[src/design/hsv_pkg.sv]
// Shared widths, stage-enable struct and fixed-point divide helper for the HSV to RGB unit.
package hsv_pkg;

   localparam int HUE_W  = 11;
   localparam int CHAN_W = 8;
   localparam int PROD_W = 2 * CHAN_W;

   typedef struct packed {
      logic s1;
      logic s2;
      logic s3;
   } hsv_stage_en_type;

   // floor(x / 255) for x below 255*256
   function automatic logic [CHAN_W-1:0] div255(input logic [PROD_W-1:0] x);
      logic [PROD_W:0] sum;
      sum = {1'b0, x} + {{(CHAN_W+1){1'b0}}, x[PROD_W-1:CHAN_W]} + {{PROD_W{1'b0}}, 1'b1};
      return sum[PROD_W-1:CHAN_W];
   endfunction

endpackage

[src/design/hsv_if.sv]
// Valid/ready channel interfaces for HSV input words and RGB output words.
interface hsv_req_if;
   logic                        valid;
   logic                        ready;
   logic [hsv_pkg::HUE_W-1:0]   hue;
   logic [hsv_pkg::CHAN_W-1:0]  saturation;
   logic [hsv_pkg::CHAN_W-1:0]  value;

   modport source (output valid, hue, saturation, value, input ready);
   modport sink   (input valid, hue, saturation, value, output ready);
endinterface

interface hsv_rsp_if;
   logic                        valid;
   logic                        ready;
   logic [hsv_pkg::CHAN_W-1:0]  red;
   logic [hsv_pkg::CHAN_W-1:0]  green;
   logic [hsv_pkg::CHAN_W-1:0]  blue;

   modport source (output valid, red, green, blue, input ready);
   modport sink   (input valid, red, green, blue, output ready);
endinterface

[src/design/hsv_core.sv]
// Three-stage HSV to RGB datapath: scale factors, products, divide and sector select.
module hsv_core (
   input  logic                        clock,
   input  hsv_pkg::hsv_stage_en_type   en,
   input  logic [hsv_pkg::HUE_W-1:0]   hue,
   input  logic [hsv_pkg::CHAN_W-1:0]  saturation,
   input  logic [hsv_pkg::CHAN_W-1:0]  value,
   output logic [hsv_pkg::CHAN_W-1:0]  red,
   output logic [hsv_pkg::CHAN_W-1:0]  green,
   output logic [hsv_pkg::CHAN_W-1:0]  blue
);
   import hsv_pkg::*;

   localparam int SEC_W = HUE_W - CHAN_W;
   localparam logic [SEC_W-1:0] SECTOR_RED_YEL   = 3'd0;
   localparam logic [SEC_W-1:0] SECTOR_YEL_GRN   = 3'd1;
   localparam logic [SEC_W-1:0] SECTOR_GRN_CYN   = 3'd2;
   localparam logic [SEC_W-1:0] SECTOR_CYN_BLU   = 3'd3;
   localparam logic [SEC_W-1:0] SECTOR_BLU_MAG   = 3'd4;
   localparam logic [SEC_W-1:0] SECTOR_MAG_RED   = 3'd5;
   localparam logic [CHAN_W-1:0] FULL           = '1;
   localparam logic [PROD_W-1:0] ROUND_BIAS     = PROD_W'(127);

   // stage 1: scale factors
   logic [CHAN_W-1:0]  frac;
   logic [PROD_W-1:0]  sf_prod;
   logic [PROD_W:0]    sfc_prod;
   logic [CHAN_W:0]    frac_c;
   logic [CHAN_W-1:0]  kp_in, kq_in, kt_in;
   logic [CHAN_W-1:0]  kp_ff, kq_ff, kt_ff;
   logic [CHAN_W-1:0]  v1_ff;
   logic [SEC_W-1:0]   sec1_ff;
   logic               gray1_ff;

   // stage 2: rounded products
   logic [PROD_W-1:0]  xp_in, xq_in, xt_in;
   logic [PROD_W-1:0]  xp_ff, xq_ff, xt_ff;
   logic [CHAN_W-1:0]  v2_ff;
   logic [SEC_W-1:0]   sec2_ff;
   logic               gray2_ff;

   // stage 3: divide and select
   logic [CHAN_W-1:0]  p, q, t;
   logic [CHAN_W-1:0]  red_in, green_in, blue_in;
   logic [CHAN_W-1:0]  red_ff, green_ff, blue_ff;

   always_comb begin
      frac     = hue[CHAN_W-1:0];
      frac_c   = (CHAN_W+1)'(1 << CHAN_W) - {1'b0, frac};
      sf_prod  = PROD_W'(saturation) * PROD_W'(frac);
      sfc_prod = (PROD_W+1)'(saturation) * (PROD_W+1)'(frac_c);
      kp_in    = FULL - saturation;
      kq_in    = FULL - sf_prod[PROD_W-1:CHAN_W];
      kt_in    = FULL - sfc_prod[PROD_W-1:CHAN_W];
   end

   always_ff @(posedge clock) begin
      if (en.s1) begin
         kp_ff    <= kp_in;
         kq_ff    <= kq_in;
         kt_ff    <= kt_in;
         v1_ff    <= value;
         sec1_ff  <= hue[HUE_W-1:CHAN_W];
         gray1_ff <= (saturation == '0);
      end
   end

   always_comb begin
      xp_in = PROD_W'(v1_ff) * PROD_W'(kp_ff) + ROUND_BIAS;
      xq_in = PROD_W'(v1_ff) * PROD_W'(kq_ff) + ROUND_BIAS;
      xt_in = PROD_W'(v1_ff) * PROD_W'(kt_ff) + ROUND_BIAS;
   end

   always_ff @(posedge clock) begin
      if (en.s2) begin
         xp_ff    <= xp_in;
         xq_ff    <= xq_in;
         xt_ff    <= xt_in;
         v2_ff    <= v1_ff;
         sec2_ff  <= sec1_ff;
         gray2_ff <= gray1_ff;
      end
   end

   always_comb begin
      p = div255(xp_ff);
      q = div255(xq_ff);
      t = div255(xt_ff);
      if (gray2_ff) begin
         red_in   = v2_ff;
         green_in = v2_ff;
         blue_in  = v2_ff;
      end else begin
         unique case (sec2_ff)
            SECTOR_RED_YEL: begin red_in = v2_ff; green_in = t;     blue_in = p;     end
            SECTOR_YEL_GRN: begin red_in = q;     green_in = v2_ff; blue_in = p;     end
            SECTOR_GRN_CYN: begin red_in = p;     green_in = v2_ff; blue_in = t;     end
            SECTOR_CYN_BLU: begin red_in = p;     green_in = q;     blue_in = v2_ff; end
            SECTOR_BLU_MAG: begin red_in = t;     green_in = p;     blue_in = v2_ff; end
            SECTOR_MAG_RED: begin red_in = v2_ff; green_in = p;     blue_in = q;     end
            default:        begin red_in = '0;    green_in = '0;    blue_in = '0;    end
         endcase
      end
   end

   always_ff @(posedge clock) begin
      if (en.s3) begin
         red_ff   <= red_in;
         green_ff <= green_in;
         blue_ff  <= blue_in;
      end
   end

   assign red   = red_ff;
   assign green = green_ff;
   assign blue  = blue_ff;

endmodule

[src/design/hsv_to_rgb_unit.sv]
// HSV to RGB converter top level: pipeline flow control around the datapath.
//
//   channel      dir  word                       handshake
//   req_stream   in   hue, saturation, value     valid/ready
//   rsp_stream   out  red, green, blue           valid/ready
//
// One word per cycle sustained while the output is not stalled; a word passes the factor,
// product and divide/select registers in that order, the last one being the output register.
// Each stage loads when it is empty or the stage after it moves, so bubbles
// collapse and a stall holds every full stage without loss or repeat.
// Synchronous reset clears the stage valid bits only.
module hsv_to_rgb_unit (
   input  logic             clock,
   input  logic             reset,
   hsv_req_if.sink          req_stream,
   hsv_rsp_if.source        rsp_stream
);
   import hsv_pkg::*;

   logic              vld1_ff, vld2_ff, vld3_ff;
   logic              vld1_in, vld2_in, vld3_in;
   logic              rdy1, rdy2, rdy3;
   hsv_stage_en_type  en;

   always_comb begin
      rdy3    = !vld3_ff || rsp_stream.ready;
      rdy2    = !vld2_ff || rdy3;
      rdy1    = !vld1_ff || rdy2;
      en.s1   = rdy1;
      en.s2   = rdy2;
      en.s3   = rdy3;
      vld1_in = rdy1 ? req_stream.valid : vld1_ff;
      vld2_in = rdy2 ? vld1_ff : vld2_ff;
      vld3_in = rdy3 ? vld2_ff : vld3_ff;
   end

   always_ff @(posedge clock) begin
      if (reset) begin
         vld1_ff <= 1'b0;
         vld2_ff <= 1'b0;
         vld3_ff <= 1'b0;
      end else begin
         vld1_ff <= vld1_in;
         vld2_ff <= vld2_in;
         vld3_ff <= vld3_in;
      end
   end

   assign req_stream.ready = rdy1;
   assign rsp_stream.valid = vld3_ff;

   hsv_core u_core (
      .clock      (clock),
      .en         (en),
      .hue        (req_stream.hue),
      .saturation (req_stream.saturation),
      .value      (req_stream.value),
      .red        (rsp_stream.red),
      .green      (rsp_stream.green),
      .blue       (rsp_stream.blue)
   );

   a_full_stall_blocks: assert property (@(posedge clock) disable iff (reset)
      (vld1_ff && vld2_ff && vld3_ff && !rsp_stream.ready) |-> !req_stream.ready)
      else $error("input taken while pipeline full and stalled");

   a_accept_fills_s1: assert property (@(posedge clock) disable iff (reset)
      (req_stream.valid && req_stream.ready) |=> vld1_ff)
      else $error("accepted word missing from first stage");

   a_mid_holds: assert property (@(posedge clock) disable iff (reset)
      (vld2_ff && vld3_ff && !rsp_stream.ready) |=> (vld2_ff && vld3_ff))
      else $error("stalled word dropped from pipeline");

   a_reset_empty: assert property (@(posedge clock)
      $past(reset) |-> (!vld1_ff && !vld2_ff && !vld3_ff))
      else $error("pipeline not empty after reset");

endmodule
[src/flat_wrapper.sv]
// flat-port wrapper written by rule: the top's interface ports become plain ports
module hsv_to_rgb_unit_flat import hsv_pkg::*;
  (clock, reset, req_stream_valid, req_stream_hue, req_stream_saturation, req_stream_value, req_stream_ready, rsp_stream_valid, rsp_stream_red, rsp_stream_green, rsp_stream_blue, rsp_stream_ready);
  hsv_req_if req_stream_i ();
  hsv_rsp_if rsp_stream_i ();
  input  logic clock;
  input  logic reset;
  input wire logic [$bits(req_stream_i.valid)-1:0] req_stream_valid;
  input wire logic [$bits(req_stream_i.hue)-1:0] req_stream_hue;
  input wire logic [$bits(req_stream_i.saturation)-1:0] req_stream_saturation;
  input wire logic [$bits(req_stream_i.value)-1:0] req_stream_value;
  output wire logic [$bits(req_stream_i.ready)-1:0] req_stream_ready;
  output wire logic [$bits(rsp_stream_i.valid)-1:0] rsp_stream_valid;
  output wire logic [$bits(rsp_stream_i.red)-1:0] rsp_stream_red;
  output wire logic [$bits(rsp_stream_i.green)-1:0] rsp_stream_green;
  output wire logic [$bits(rsp_stream_i.blue)-1:0] rsp_stream_blue;
  input wire logic [$bits(rsp_stream_i.ready)-1:0] rsp_stream_ready;
  assign req_stream_i.valid = req_stream_valid;
  assign req_stream_i.hue = req_stream_hue;
  assign req_stream_i.saturation = req_stream_saturation;
  assign req_stream_i.value = req_stream_value;
  assign req_stream_ready = req_stream_i.ready;
  assign rsp_stream_valid = rsp_stream_i.valid;
  assign rsp_stream_red = rsp_stream_i.red;
  assign rsp_stream_green = rsp_stream_i.green;
  assign rsp_stream_blue = rsp_stream_i.blue;
  assign rsp_stream_i.ready = rsp_stream_ready;
  hsv_to_rgb_unit u_core (.clock(clock), .reset(reset), .req_stream(req_stream_i), .rsp_stream(rsp_stream_i));
endmodule
[config.mk]
export PLATFORM = sky130hd
export DESIGN_NAME = hsv_to_rgb_unit_flat
export DESIGN_NICKNAME = d
export VERILOG_FILES = /design/src/design/hsv_pkg.sv /design/src/design/hsv_if.sv /design/src/design/hsv_core.sv /design/src/design/hsv_to_rgb_unit.sv /design/src/flat_wrapper.sv
export SDC_FILE = /design/constraint.sdc
export NUM_CORES = 1
export LEC_CHECK = 0
export CELL_PAD_IN_SITES_DETAIL_PLACEMENT = 0
export CELL_PAD_IN_SITES_GLOBAL_PLACEMENT = 1
export CORE_MARGIN = 8
export CORE_UTILIZATION = 56
export DETAILED_ROUTE_END_ITERATION = 10
export DONT_BUFFER_PORTS = 1
export GPL_TIMING_DRIVEN = 0
export PLACE_DENSITY_LB_ADDON = 0.3
export SYNTH_ARGS = -nofsm -noshare
export SYNTH_HDL_FRONTEND = slang
export SYNTH_SLANG_ARGS = --single-unit
[constraint.sdc]
create_clock -name clock -period 11.11 [get_ports clock]
set_clock_uncertainty 0.2 [all_clocks]
set_input_delay 2.222 -clock clock [delete_from_list [all_inputs] [get_ports clock]]
set_output_delay 2.222 -clock clock [all_outputs]
set_load 0.005 [all_outputs]
### Word-level counts from Yosys, hierarchy flattened

Index checks and enable logic that the tools add are counted.

* reductions and logical operators: 14
* divide/modulo/power cells: 0
* bitwise operators: 0
* add/subtract/negate cells: 13
* $mul: 5
* order comparisons: 0
* shift-type cells: 0
* equal/unequal tests: 5
* mux-type cells: 6

Operator list (count)
* case mux 8 bit (4 select lines): 3
* multiplier 8 x 8 -> 16 bit: 4
* adder 16 x 1 -> 16 bit (second input constant): 3
* adder 16 x 7 -> 16 bit (second input constant): 3
* adder 16 x 8 -> 16 bit: 3
* two-way mux 8 bit: 3
* subtractor 8 bit (first input constant): 3
* multiplier 8 x 9 -> 16 bit: 1
* OR reduction 2 bit: 6
* subtractor 9 x 8 -> 9 bit (first input constant): 1
* zero test 8 bit: 1
* == test 3 x 2 -> 1 bit (second input constant): 2
* == test 3 bit (second input constant): 2
* == test 3 x 1 -> 1 bit (second input constant): 1
* zero test 1 bit: 3
* zero test 3 bit: 1
* logical OR 1 bit: 3

* flip-flop bits (word level): 123
* bits in read-only memories: 0
* latch bits: 0
* memory bits (writable): 0
* logic and storage cells: 61
* bits of input ports: 31
* memories: 0

### Longest topological paths before layout

Gate-level depths: netlist (run 1).

* word-level depth: 4
* gate-level depth with buffers: 21
* mapped depth without buffers: 20

### By module

From an unflattened synthesis (run 1), not the netlist that was laid out.

* cells, all modules: 1627
* area, all modules: 15850.2 µm²

By module, submodules not included
* hsv_core: instances 1, cells each 1615, area each 15741.3 µm²
* hsv_to_rgb_unit: instances 1, cells each 12, area each 108.9 µm²

### Worst setup path before layout (run 1)

OpenSTA, ideal clock, no wires.

* path type: input to register
* from: input port req_stream_hue[0]
* to: register u_core.u_core.kt_ff[7], data pin
* arrival: 6.917 ns
* stages on the path: 19
* library setup time: 0.256 ns
* path buffers: 0
* path slack: 3.737 ns
* required time: 10.654 ns
* path through: inv_1 ha_1 or3b_4 nor3_1 xnor2_1 and2_1 fa_1 fa_1 fa_1 inv_1 fa_1 inv_1 ha_1 or3_1 a211oi_1 o31ai_2 o31ai_4 mux2i_1 and4_1

* cells in the longest elaborated chain, start to end: 3

Ends and longest elaborated chain
* start, declared: RTL line flat_wrapper.sv:9 `input wire logic [$bits(req_stream_i.hue)-1:0] req_stream_hue;`
* subtractor 9 x 8 -> 9 bit: RTL line hsv_core.sv:49 `frac_c = (CHAN_W+1)'(1 << CHAN_W) - {1'b0, frac};`
* multiplier 8 x 9 -> 16 bit: RTL line hsv_core.sv:51 `sfc_prod = (PROD_W+1)'(saturation) * (PROD_W+1)'(frac_c);`
* subtractor 8 bit: RTL line hsv_core.sv:54 `kt_in = FULL - sfc_prod[PROD_W-1:CHAN_W];`
* net u_core.u_core.kt_in[7]: RTL line hsv_core.sv:29 `logic [CHAN_W-1:0] kp_in, kq_in, kt_in;`
* end signal, assigned: RTL line hsv_core.sv:61 `kt_ff <= kt_in;`
* end, declared: RTL line hsv_core.sv:30 `logic [CHAN_W-1:0] kp_ff, kq_ff, kt_ff;`

The timed path passes the listed nets, and every way through them passes these cells.
A chain may end at the register's enable or synchronous reset.

### Final worst setup path (run 1)

* from: input port req_stream_hue[2]
* to: register u_core.u_core.kt_ff[7], data pin

Same word-level chain as after synthesis.

==> out/results.txt, run 1 <==
CTS tree -> built
Ys Warns -> 0
Syn_area_per_cell -> 9.637 µm²
Avg WL per Cell -> 17.65 µm
Met2 Use GR -> 0.4104
Die Height -> 186.1 µm
End-of-flow core utilization -> 0.6044
Fin crit period -> 7.667 ns
Critical Path Start Type -> input pin
Unrepaired setup endpoints after global routing -> no
Final setup viols -> 0
Core area -> 28630 µm²
Critical setup path kind -> in2reg
Largest registers -> u_core.u_core.xp_ff (16), u_core.u_core.xq_ff (16), u_core.u_core.xt_ff (16)
DPL Wire Length -> 30380 µm
CP max FO -> 10
GRT overflow -> 0
Cell count after synthesis -> 1681
Setup bufs post-CTS -> 0
Highest clock rate -> 130.4 MHz
Commonest register cell after synthesis -> edfxtp_1
ANT nets after route -> 0
WP data required -> 11.21 ns
Reg area -> 3664 µm²
Area grow syn2layout -> 6.797%
Clock Pin Slew Worst Setup and Hold Paths -> 0.06 ns
Final period util -> 0.6901
Crit path max-delay cell type -> xnor2_1
Post-synth top cells -> 291 x inv_1, 231 x nand2_1, 201 x fa_1, 189 x ha_1, 141 x and2_1
Post-synth top area cell -> fa_1
Final nets -> 2123
Post-synth top area share -> 0.2484
Diodes inserted -> 0
Largest cells by area after synthesis -> fa_1 25%, edfxtp_1 22%, ha_1 15%
Register bit total from synthesis -> 123
Most Frequent Cell on Critical Path -> fa_1
GR peak layer -> met2
Max-slew violations -> 0
Num rows -> 62
Vias in the first global route -> 12260
Die Wd -> 186.1 µm
Slowest Stage Delay on Critical Path -> 0.58 ns
Post-synth ARST share -> 0
Longest Clk Path Bufs -> 2
Reg2Reg Setup Slack -> 5.15 ns
DR iter-0 viols -> 784
Final wirelength -> 37050 µm
Root Buffer -> clkbuf_16
Total number of vias -> 11640
Met3 Resource Use GR -> 0.03728
Port bufs -> 0
Arrival @ worst endpoint -> 7.77 ns
Syn nets -> 2102
R2r worst-path depth -> 17
Final TNS setup -> 0 ns
Run status -> complete, no violations
Post-synth EDFFs -> 120
Fin area -> 17300 µm²
All-Layer GR Usage -> 0.2287
Headroom to the max-slew limit -> 0.4264
Top delay family on crit path -> adder cells
H-tree levels -> 4
Later-pin clock latency in the skew report -> 0.43 ns
WHS Path Cells -> 0
Final Hold Vio Count -> 0
Slew @ Worst Pin -> 0.8594 ns
Sequential area share after synthesis -> 0.2262
RePlAce Congestion -> 0.8854
Clock Sinks -> 123
TritonCTS Buffers -> 17
Crit path buffers/inverters -> 4
Synth cell types -> 74
Hold Buf Count CTS -> 0
# IOs -> 57
FILL cells -> 2431
Largest net degree at the start of global routing -> 42
TritonRoute pass-1 iters -> 7
Global-route wire length before repair -> 61460 µm
Multi-input logic area -> 11280 µm²
Share of cells above drive strength 1 -> 0.03673
CTS resizes -> 0
Max Cap Viol -> 0
CP Depth -> 20
Synthesized area -> 16200 µm²
Crit end category -> register
Post-Place Cell Area -> 16720 µm²
Critical-path cell list -> clkbuf_1 -> nor3_1 -> nand2b_1 -> nor2_1 -> xnor2_1 -> nand2_1 -> fa_1 -> fa_1 -> inv_1 -> fa_1 -> inv_1 -> fa_1 -> inv_1 -> ha_1 -> or3_1 -> a211oi_1 -> o31ai_2 -> o31ai_4 -> mux2i_1 -> and4_1
Initial antenna violation count -> 1
DIE AREA -> 34630 µm²
Initial Util -> 0.5659
Drc violations -> 0
Grt met1 use -> 0.2685
Count leader, synth -> inv_1
Vias per cell -> 5.545
Min-Delay Path Class -> reg2reg
## cell families (layout without fill, tap and decap cells)
kind of cell,Yosys count,in the layout,synth area share
muxes,7,7,0.004480
xor gates and xnor gates,83,83,0.04650
and+or+nand+nor,559,559,0.1705
adders and majority gates,390,390,0.3944
AOI/OAI and AO/OA,184,184,0.08017
DFF,123,123,0.2262
buffers and inverters,335,369,0.07778
## path summary, 6_finish.rpt
check,from,to
setup / recovery,req_stream_hue[2],u_core.u_core.kt_ff[7]$_DFFE_PP_
hold / removal,u_core.u_core.sec1_ff[2]$_DFFE_PP_,u_core.u_core.sec2_ff[2]$_DFFE_PP_
setup reg to reg,u_core.u_core.v1_ff[3]$_DFFE_PP_,u_core.u_core.xq_ff[15]$_DFFE_PP_
hold reg to reg,u_core.u_core.sec1_ff[2]$_DFFE_PP_,u_core.u_core.sec2_ff[2]$_DFFE_PP_
## metrics by stage
stage               instances  setup WS (ns)  hold WS (ns)
global placement         2065          2.999        0.2081
finish                   2099          3.443        0.2263
global route             2099          3.067        0.2529
detailed placement       2067          2.973        0.2128
floorplan                1681          3.737        0.2003
CTS                      2099          3.408        0.2321
## area by class of cell
| cell class | count | area share |
|---|---|---|
| Timing Repair Buffer | 2 | 0.002314 |
| Tap cell | 384 | 0.02777 |
| Multi-Input combinational cell | 1223 | 0.6519 |
| Buffer | 42 | 0.009257 |
| Clock buffer | 18 | 0.02481 |
| Clock inverter | 14 | 0.008606 |
| Sequential cell | 123 | 0.2118 |
| Inverter | 293 | 0.06357 |
## worst reg2reg max path: stages, from the launching register on
cell and delay (ns):
edfxtp_1 0.54, clkbuf_1 0.63, nand2_1 0.15, fa_1 0.51
inv_1 0.05, fa_1 0.49, inv_1 0.05, fa_1 0.52
inv_1 0.04, fa_1 0.44, ha_1 0.32, o21a_1 0.13
a21oi_1 0.22, o21ai_1 0.14, a211oi_1 0.40, a21oi_1 0.21
nand4_1 0.13, nor4bb_1 0.48
## per-layer routing
layer | wire (µm) | vias to the layer above
li1 | - | 5526
met1 | 15320 | 5709
met2 | 18410 | 322
met3 | 1907 | 77
met4 | 1389 | 4
met5 | 27 | -
## placed cells by master (no fill, tap or decap), types with 27 or more instances in the layout
master / instances
nor2_1: 67
fa_1: 201
nand2_1: 230
xor2_1: 32
ha_1: 189
nand3_1: 27
xnor2_1: 49
clkbuf_1: 40
and2_1: 141
inv_1: 290
a21oi_1: 51
edfxtp_1: 120
Power of run 1 is left out: the tool's default activity adds up to more than one toggle a clock period on the data nets, which glitch-free logic cannot reach.
==> run 2, diff against run 1 <==
Settings changed: ABC_AREA from default to 1, CORE_UTILIZATION 56 to 45.
Clock period 11.11 ns to 6.2 ns, I/O delays scaled along.
==> run 2 against run 1 <==
Net effect: hold slack worse by 0.013 ns; core utilization down 12 points; sequential share of layout area down 1.8 points; largest cell class unchanged; first-iteration DRC count down 4.0%; critical endpoint unchanged; global-route usage down 4.2 points; via count up 19%; synthesized cell count up 35%; cell count up 34%; non-clock buffer count up 19; sequential cell count unchanged.
==> out/results.txt, run 2 <==
Run status -> complete, no violations (unchanged)
Post-synth top area cell -> fa_1 (unchanged)
Commonest cells after routing, fill and taps aside -> 641 x nand2_1, 536 x inv_1, 201 x fa_1, 189 x ha_1, 124 x nand3_1 (was 290 x inv_1, 230 x nand2_1, 201 x fa_1, 189 x ha_1, 141 x and2_1)
Synth cell types -> 50 (was 74)
Fin crit period -> 5.872 ns
Met2 Use GR -> 0.3416 (was 0.4104)
Crit end category -> register (unchanged)
DR iter-0 viols -> 753 (was 784)
DPL Wire Length -> 34730 µm (was 30380 µm)
Max Cap Viol -> 0 (unchanged)
Syn_area_per_cell -> 7.797 µm² (was 9.637 µm²)
Longest Clk Path Bufs -> 2 (unchanged)
WP data required -> 6.18 ns (was 11.21 ns)
Total number of vias -> 13800 (was 11640)
Min-Delay Path Class -> reg2reg (unchanged)
CTS resizes -> 0 (unchanged)
Largest cells by area after synthesis -> fa_1 23%, edfxtp_1 20%, nand2_1 14% (was fa_1 25%, edfxtp_1 22%, ha_1 15%)
Critical Path Start Type -> input pin (unchanged)
Commonest register cell after synthesis -> edfxtp_1 (unchanged)
Synthesized area -> 17670 µm² (was 16200 µm²)
Clock Sinks -> 123 (unchanged)
Area grow syn2layout -> 7.082% (was 6.797%)
Later-pin clock latency in the skew report -> 0.42 ns (was 0.43 ns)
Root Buffer -> clkbuf_16 (unchanged)
Core area -> 38740 µm² (was 28630 µm²)
TritonRoute pass-1 iters -> 7 (unchanged)
Share of cells above drive strength 1 -> 0.04178 (was 0.03673)
Highest clock rate -> 170.3 MHz
Initial Util -> 0.4561 (was 0.5659)
Layout Cells excl Fill -> 2819 (was 2099)
Arrival @ worst endpoint -> 5.85 ns (was 7.77 ns)
Hold Buf Count CTS -> 0 (unchanged)
Initial antenna violation count -> 5 (was 1)
CP max FO -> 9 (was 10)
Die Height -> 214.1 µm (was 186.1 µm)
Register bit total from synthesis -> 123 (unchanged)
Avg WL per Cell -> 14.88 µm (was 17.65 µm)
Clock Pin Slew Worst Setup and Hold Paths -> 0.06 ns (about the same)
Grt met1 use -> 0.2216 (was 0.2685)
Met3 Resource Use GR -> 0.02891 (was 0.03728)
Vias per cell -> 4.895 (was 5.545)
Vias in the first global route -> 14240 (was 12260)
Post-synth ARST share -> 0 (unchanged)
ANT nets after route -> 0 (unchanged)
All-Layer GR Usage -> 0.1867 (was 0.2287)
Die Wd -> 214.1 µm (was 186.1 µm)
Placed insts -> 2785 (was 2067)
Final wirelength -> 41940 µm (was 37050 µm)
Critical setup path kind -> in2reg (unchanged)
Unrepaired setup endpoints after global routing -> no (unchanged)
CTS tree -> built (unchanged)
DIE AREA -> 45860 µm² (was 34630 µm²)
Most common cell after layout, fill and taps aside -> nand2_1 (was inv_1)
Final setup viols -> 0 (unchanged)
Setup bufs post-CTS -> 0 (unchanged)
Largest registers -> u_core.u_core.xp_ff (16), u_core.u_core.xq_ff (16), u_core.u_core.xt_ff (16) (unchanged)
GRT overflow -> 0 (unchanged)
TritonCTS Buffers -> 17 (unchanged)
H-tree levels -> 4 (unchanged)
Cell count after synthesis -> 2266 (was 1681)
Sequential area share after synthesis -> 0.2074 (was 0.2262)
GR peak layer -> met2 (unchanged)
Headroom to the max-slew limit -> 0.2673 (was 0.4264)
# IOs -> 57 (unchanged)
Max-slew violations -> 0 (unchanged)
Ys Warns -> 0 (unchanged)
Drc violations -> 0 (unchanged)
Post-synth EDFFs -> 120 (unchanged)
RePlAce Congestion -> 0.8922 (was 0.8854)
Final nets -> 2707 (was 2123)
Count leader, synth -> nand2_1 (was inv_1)
Global-route wire length before repair -> 70420 µm (was 61460 µm)
Largest net degree at the start of global routing -> 48 (was 42)
Syn nets -> 2687 (was 2102)
Post-synth top cells -> 642 x nand2_1, 537 x inv_1, 201 x fa_1, 189 x ha_1, 124 x nand3_1 (was 291 x inv_1, 231 x nand2_1, 201 x fa_1, 189 x ha_1, 141 x and2_1)
Final period util -> 0.9471
Post-synth top area share -> 0.2278 (was 0.2484)
Final Hold Vio Count -> 0 (unchanged)
Slew @ Worst Pin -> 1.096 ns (was 0.8594 ns)
Port bufs -> 0 (unchanged)
Num rows -> 72 (was 62)
Reg2Reg Setup Slack -> 0.83 ns (was 5.15 ns)
-- run 2: final cells by class --
cell class	instances	area [µm²]
sequential	123	3664
antenna	3	7.507
timing repair buffer	1	20.02
inverter	549	2066
clock inverter	12	123.9
fill	3921	19820
tap	518	648.1
clock buffer	19	432.9
multi-input combinational	1532	11670
buffer	62	289.0
-- run 2: cells by family after synthesis --
group / Yosys count / synth area share
flip-flops: 123 / 0.2074
AO/OA/AOI/OAI: 151 / 0.04788
buffers and inverters: 611 / 0.1333
adder cells (fa/ha/maj): 390 / 0.3616
XOR/XNOR: 57 / 0.02868
AND/OR/NAND/NOR: 934 / 0.2212
-- run 2: layer usage --
metal  vias up  share of wire
met4         4          0.026
met5         -        0.00055
met3        71          0.039
met1      6520           0.43
met2       272           0.50
li1       6933              -
-- run 2: stage by stage --
stage / utilization / setup TNS (ns) / cell area, µm² / worst slack (ns) / hold slack (ns)
2_1_floorplan: - / 0 / 17670 / 0.4315 / 0.2003
3_3_place_gp: 0.4728 / -0.5275 / 18320 / -0.2320 / 0.2050
3_5_place_dp: 0.4734 / -0.7283 / 18340 / -0.2684 / 0.2084
4_1_cts: 0.4878 / 0 / 18890 / 0.1754 / 0.2203
5_1_grt: 0.4882 / 0 / 18910 / 0.003683 / 0.2305
6_report: 0.4884 / 0 / 18920 / 0.3281 / 0.2132
-- run 2: worst max-delay path: stages --
cell and delay (ns):
buf_6 0.12, inv_1 0.05, ha_1 0.22, nand2_1 0.14, nor3_2 0.07, or2_2 0.27, nand2_1 0.25, nor2_1 0.11
fa_1 0.50, fa_1 0.46, fa_1 0.53, inv_1 0.05, fa_1 0.49, inv_1 0.05, ha_1 0.35, a21oi_1 0.20
o21ai_0 0.21, a211oi_2 0.33, nand2_1 0.09, nand3_1 0.07, nand2_1 0.05
-- run 2: final timing paths --
kind	startpoint	to	cells past startpoint
max	req_stream_hue[0]	u_core.u_core.kt_ff[7]$_DFFE_PP_	21
min	u_core.u_core.sec1_ff[1]$_DFFE_PP_	u_core.u_core.sec2_ff[1]$_DFFE_PP_	0
max reg2reg	u_core.u_core.v1_ff[6]$_DFFE_PP_	u_core.u_core.xq_ff[13]$_DFFE_PP_	17
min reg2reg	u_core.u_core.sec1_ff[1]$_DFFE_PP_	u_core.u_core.sec2_ff[1]$_DFFE_PP_	0
Power of run 2 is left out for the same reason.
==> run 3, diff against run 2 <==
Settings changed: CORE_UTILIZATION 45 to 50.
Clock period 6.2 ns to 5.98 ns, I/O delays scaled along.
==> run 3 against run 2 <==
Net effect: count of clock-buffer cells in the layout is 1 lower; register-to-register slack worse by 0.25 ns; die area fell by 9.3%; non-clock buffer count unchanged; first-iteration DRC count decreased by 3.5%; cell count decreased by 2.1%; hold slack gained 0.0089 ns; via count increased by 0.54%; global-route usage grew 2.3 points; critical endpoint unchanged; worst setup slack got worse by 0.015 ns; critical path type unchanged; sequential share of layout area barely moved.
==> out/results.txt, run 3 (same netlist as run 2, synthesis figures left out) <==
Run status -> complete, no violations (unchanged)
Later-pin clock latency in the skew report -> 0.43 ns (was 0.42 ns)
TritonCTS Buffers -> 17 (unchanged)
Root Buffer -> clkbuf_16 (unchanged)
DR iter-0 viols -> 727 (was 753)
Dpl ws -> -0.5092 ns (was -0.2684 ns)
Initial antenna violation count -> 2 (was 5)
Total number of vias -> 13880 (was 13800)
Core area -> 35220 µm² (was 38740 µm²)
DPL Wire Length -> 34890 µm (was 34730 µm)
Critical setup path kind -> in2reg (unchanged)
Area grow syn2layout -> 6.884% (was 7.082%)
Most common cell after layout, fill and taps aside -> nand2_1 (unchanged)
# IOs -> 57 (unchanged)
Port bufs -> 0 (unchanged)
Final Hold Vio Count -> 0 (unchanged)
Post-Place Cell Area -> 18270 µm² (was 18340 µm²)
GRT overflow -> 0 (unchanged)
Clock Pin Slew Worst Setup and Hold Paths -> 0.06 ns (about the same)
Final worst setup slack -> 0.3133 ns (was 0.3281 ns)
Clock Sinks -> 123 (unchanged)
Unrepaired setup endpoints after global routing -> no (unchanged)
Grt met1 use -> 0.2526 (was 0.2216)
Reg area -> 3664 µm² (unchanged)
Vias in the first global route -> 14410 (was 14240)
Met3 Resource Use GR -> 0.03202 (was 0.02891)
Longest Clk Path Bufs -> 2 (unchanged)
WP data required -> 5.97 ns (was 6.18 ns)
Min-Delay Path Class -> reg2reg (unchanged)
Vias per cell -> 5.025 (was 4.895)
Final period util -> 0.9476
Die Height -> 204.0 µm (was 214.1 µm)
Highest clock rate -> 176.5 MHz
GR peak layer -> met2 (unchanged)
Max Cap Viol -> 0 (unchanged)
RePlAce Congestion -> 0.8904 (was 0.8922)
Final nets -> 2707 (unchanged)
ANT nets after route -> 0 (unchanged)
All-Layer GR Usage -> 0.2096 (was 0.1867)
R2r worst-path depth -> 16 (was 17)
CTS tree -> built (unchanged)
FILL cells -> 3394 (was 3921)
Final wirelength -> 42130 µm (was 41940 µm)
Arrival @ worst endpoint -> 5.66 ns (was 5.85 ns)
Drc violations -> 0 (unchanged)
Fin crit period -> 5.667 ns
Fin area -> 18880 µm² (was 18920 µm²)
H-tree levels -> 4 (unchanged)
Slew @ Worst Pin -> 1.059 ns (was 1.096 ns)
Crit end category -> register (unchanged)
WHS Path Cells -> 0 (unchanged)
Final setup viols -> 0 (unchanged)
Num rows -> 69 (was 72)
Max-slew violations -> 0 (unchanged)
Commonest cells after routing, fill and taps aside -> 639 x nand2_1, 535 x inv_1, 201 x fa_1, 189 x ha_1, 124 x nand3_1 (was 641 x nand2_1, 536 x inv_1, 201 x fa_1, 189 x ha_1, 124 x nand3_1)
CP max FO -> 9 (unchanged)
Global-route wire length before repair -> 70410 µm (was 70420 µm)
Die Wd -> 204.0 µm (was 214.1 µm)
DIE AREA -> 41610 µm² (was 45860 µm²)
Multi-input logic area -> 11670 µm² (about the same)
Initial Util -> 0.5016 (was 0.4561)
Headroom to the max-slew limit -> 0.2925 (was 0.2673)
TritonRoute pass-1 iters -> 5 (was 7)
Largest registers -> u_core.u_core.xp_ff (16), u_core.u_core.xq_ff (16), u_core.u_core.xt_ff (16) (unchanged)
Avg WL per Cell -> 15.26 µm (was 14.88 µm)
Share of cells above drive strength 1 -> 0.04524 (was 0.04178)
Largest net degree at the start of global routing -> 44 (was 48)
Critical Path Start Type -> input pin (unchanged)
Met2 Use GR -> 0.3810 (was 0.3416)
[run 3: timing repair]
item | CTS | global route
hold buffers | 0 | 0
buffers inserted | 0 | 0
endpoints found under the hold margin | 0 | 0
setup endpoints to repair | 1 | 4
resized for setup | 2 | 6
pin swaps | 0 | 1
[run 3: layout make-up]
cell class	count	share of cell area
multi-input cells	1532	0.6183
flip-flops and latches	123	0.1940
inverters	549	0.1094
well taps	461	0.03055
clock buffers	18	0.02273
plain buffers	62	0.01531
clock inverters	14	0.008548
repair buffers	1	0.001060
diodes	1	0.0001325
[run 3: final timing paths]
path                                                          from                                  to  slack, ns
worst max register to register    u_core.u_core.v1_ff[3]$_DFFE_PP_   u_core.u_core.xq_ff[14]$_DFFE_PP_       0.58
worst min register to register  u_core.u_core.sec1_ff[0]$_DFFE_PP_  u_core.u_core.sec2_ff[0]$_DFFE_PP_       0.22
worst min-delay path            u_core.u_core.sec1_ff[0]$_DFFE_PP_  u_core.u_core.sec2_ff[0]$_DFFE_PP_       0.22
worst max-delay path                             req_stream_hue[0]    u_core.u_core.kt_ff[7]$_DFFE_PP_       0.31
[run 3: metal layers]
metal,wire [µm],up-vias,share of wire
met3,1618,65,0.038
met5,13,-,0.00031
li1,-,6943,-
met4,984,2,0.023
met1,18100,6561,0.43
met2,21410,304,0.51
[run 3: worst max-delay path: stages]
cell      delay, ns
buf_6          0.13
inv_1          0.06
ha_1           0.22
nand2_1        0.14
nor3_2         0.06
or2_2          0.28
nand2_2        0.17
nor2_1         0.09
fa_1           0.51
fa_1           0.52
fa_1           0.52
inv_1          0.05
fa_1           0.48
inv_1          0.04
ha_1           0.33
a21oi_1        0.21
o21ai_1        0.13
a211oi_2       0.32
nand2_1        0.09
nand3_1        0.07
nand2_1        0.05
[run 3: metrics by stage]
stage                     hold WS [ns]  setup TNS [ns]  cells  utilization
after CTS                       0.2216               0   2760       0.5357
after global routing            0.2281               0   2760       0.5360
after global placement          0.2049          -2.144   2727       0.5179
after detailed placement        0.2072          -2.244   2728       0.5186
after floorplan                 0.2003               0   2266            -
final                           0.2221               0   2761       0.5361
Power of run 3 is left out for the same reason.
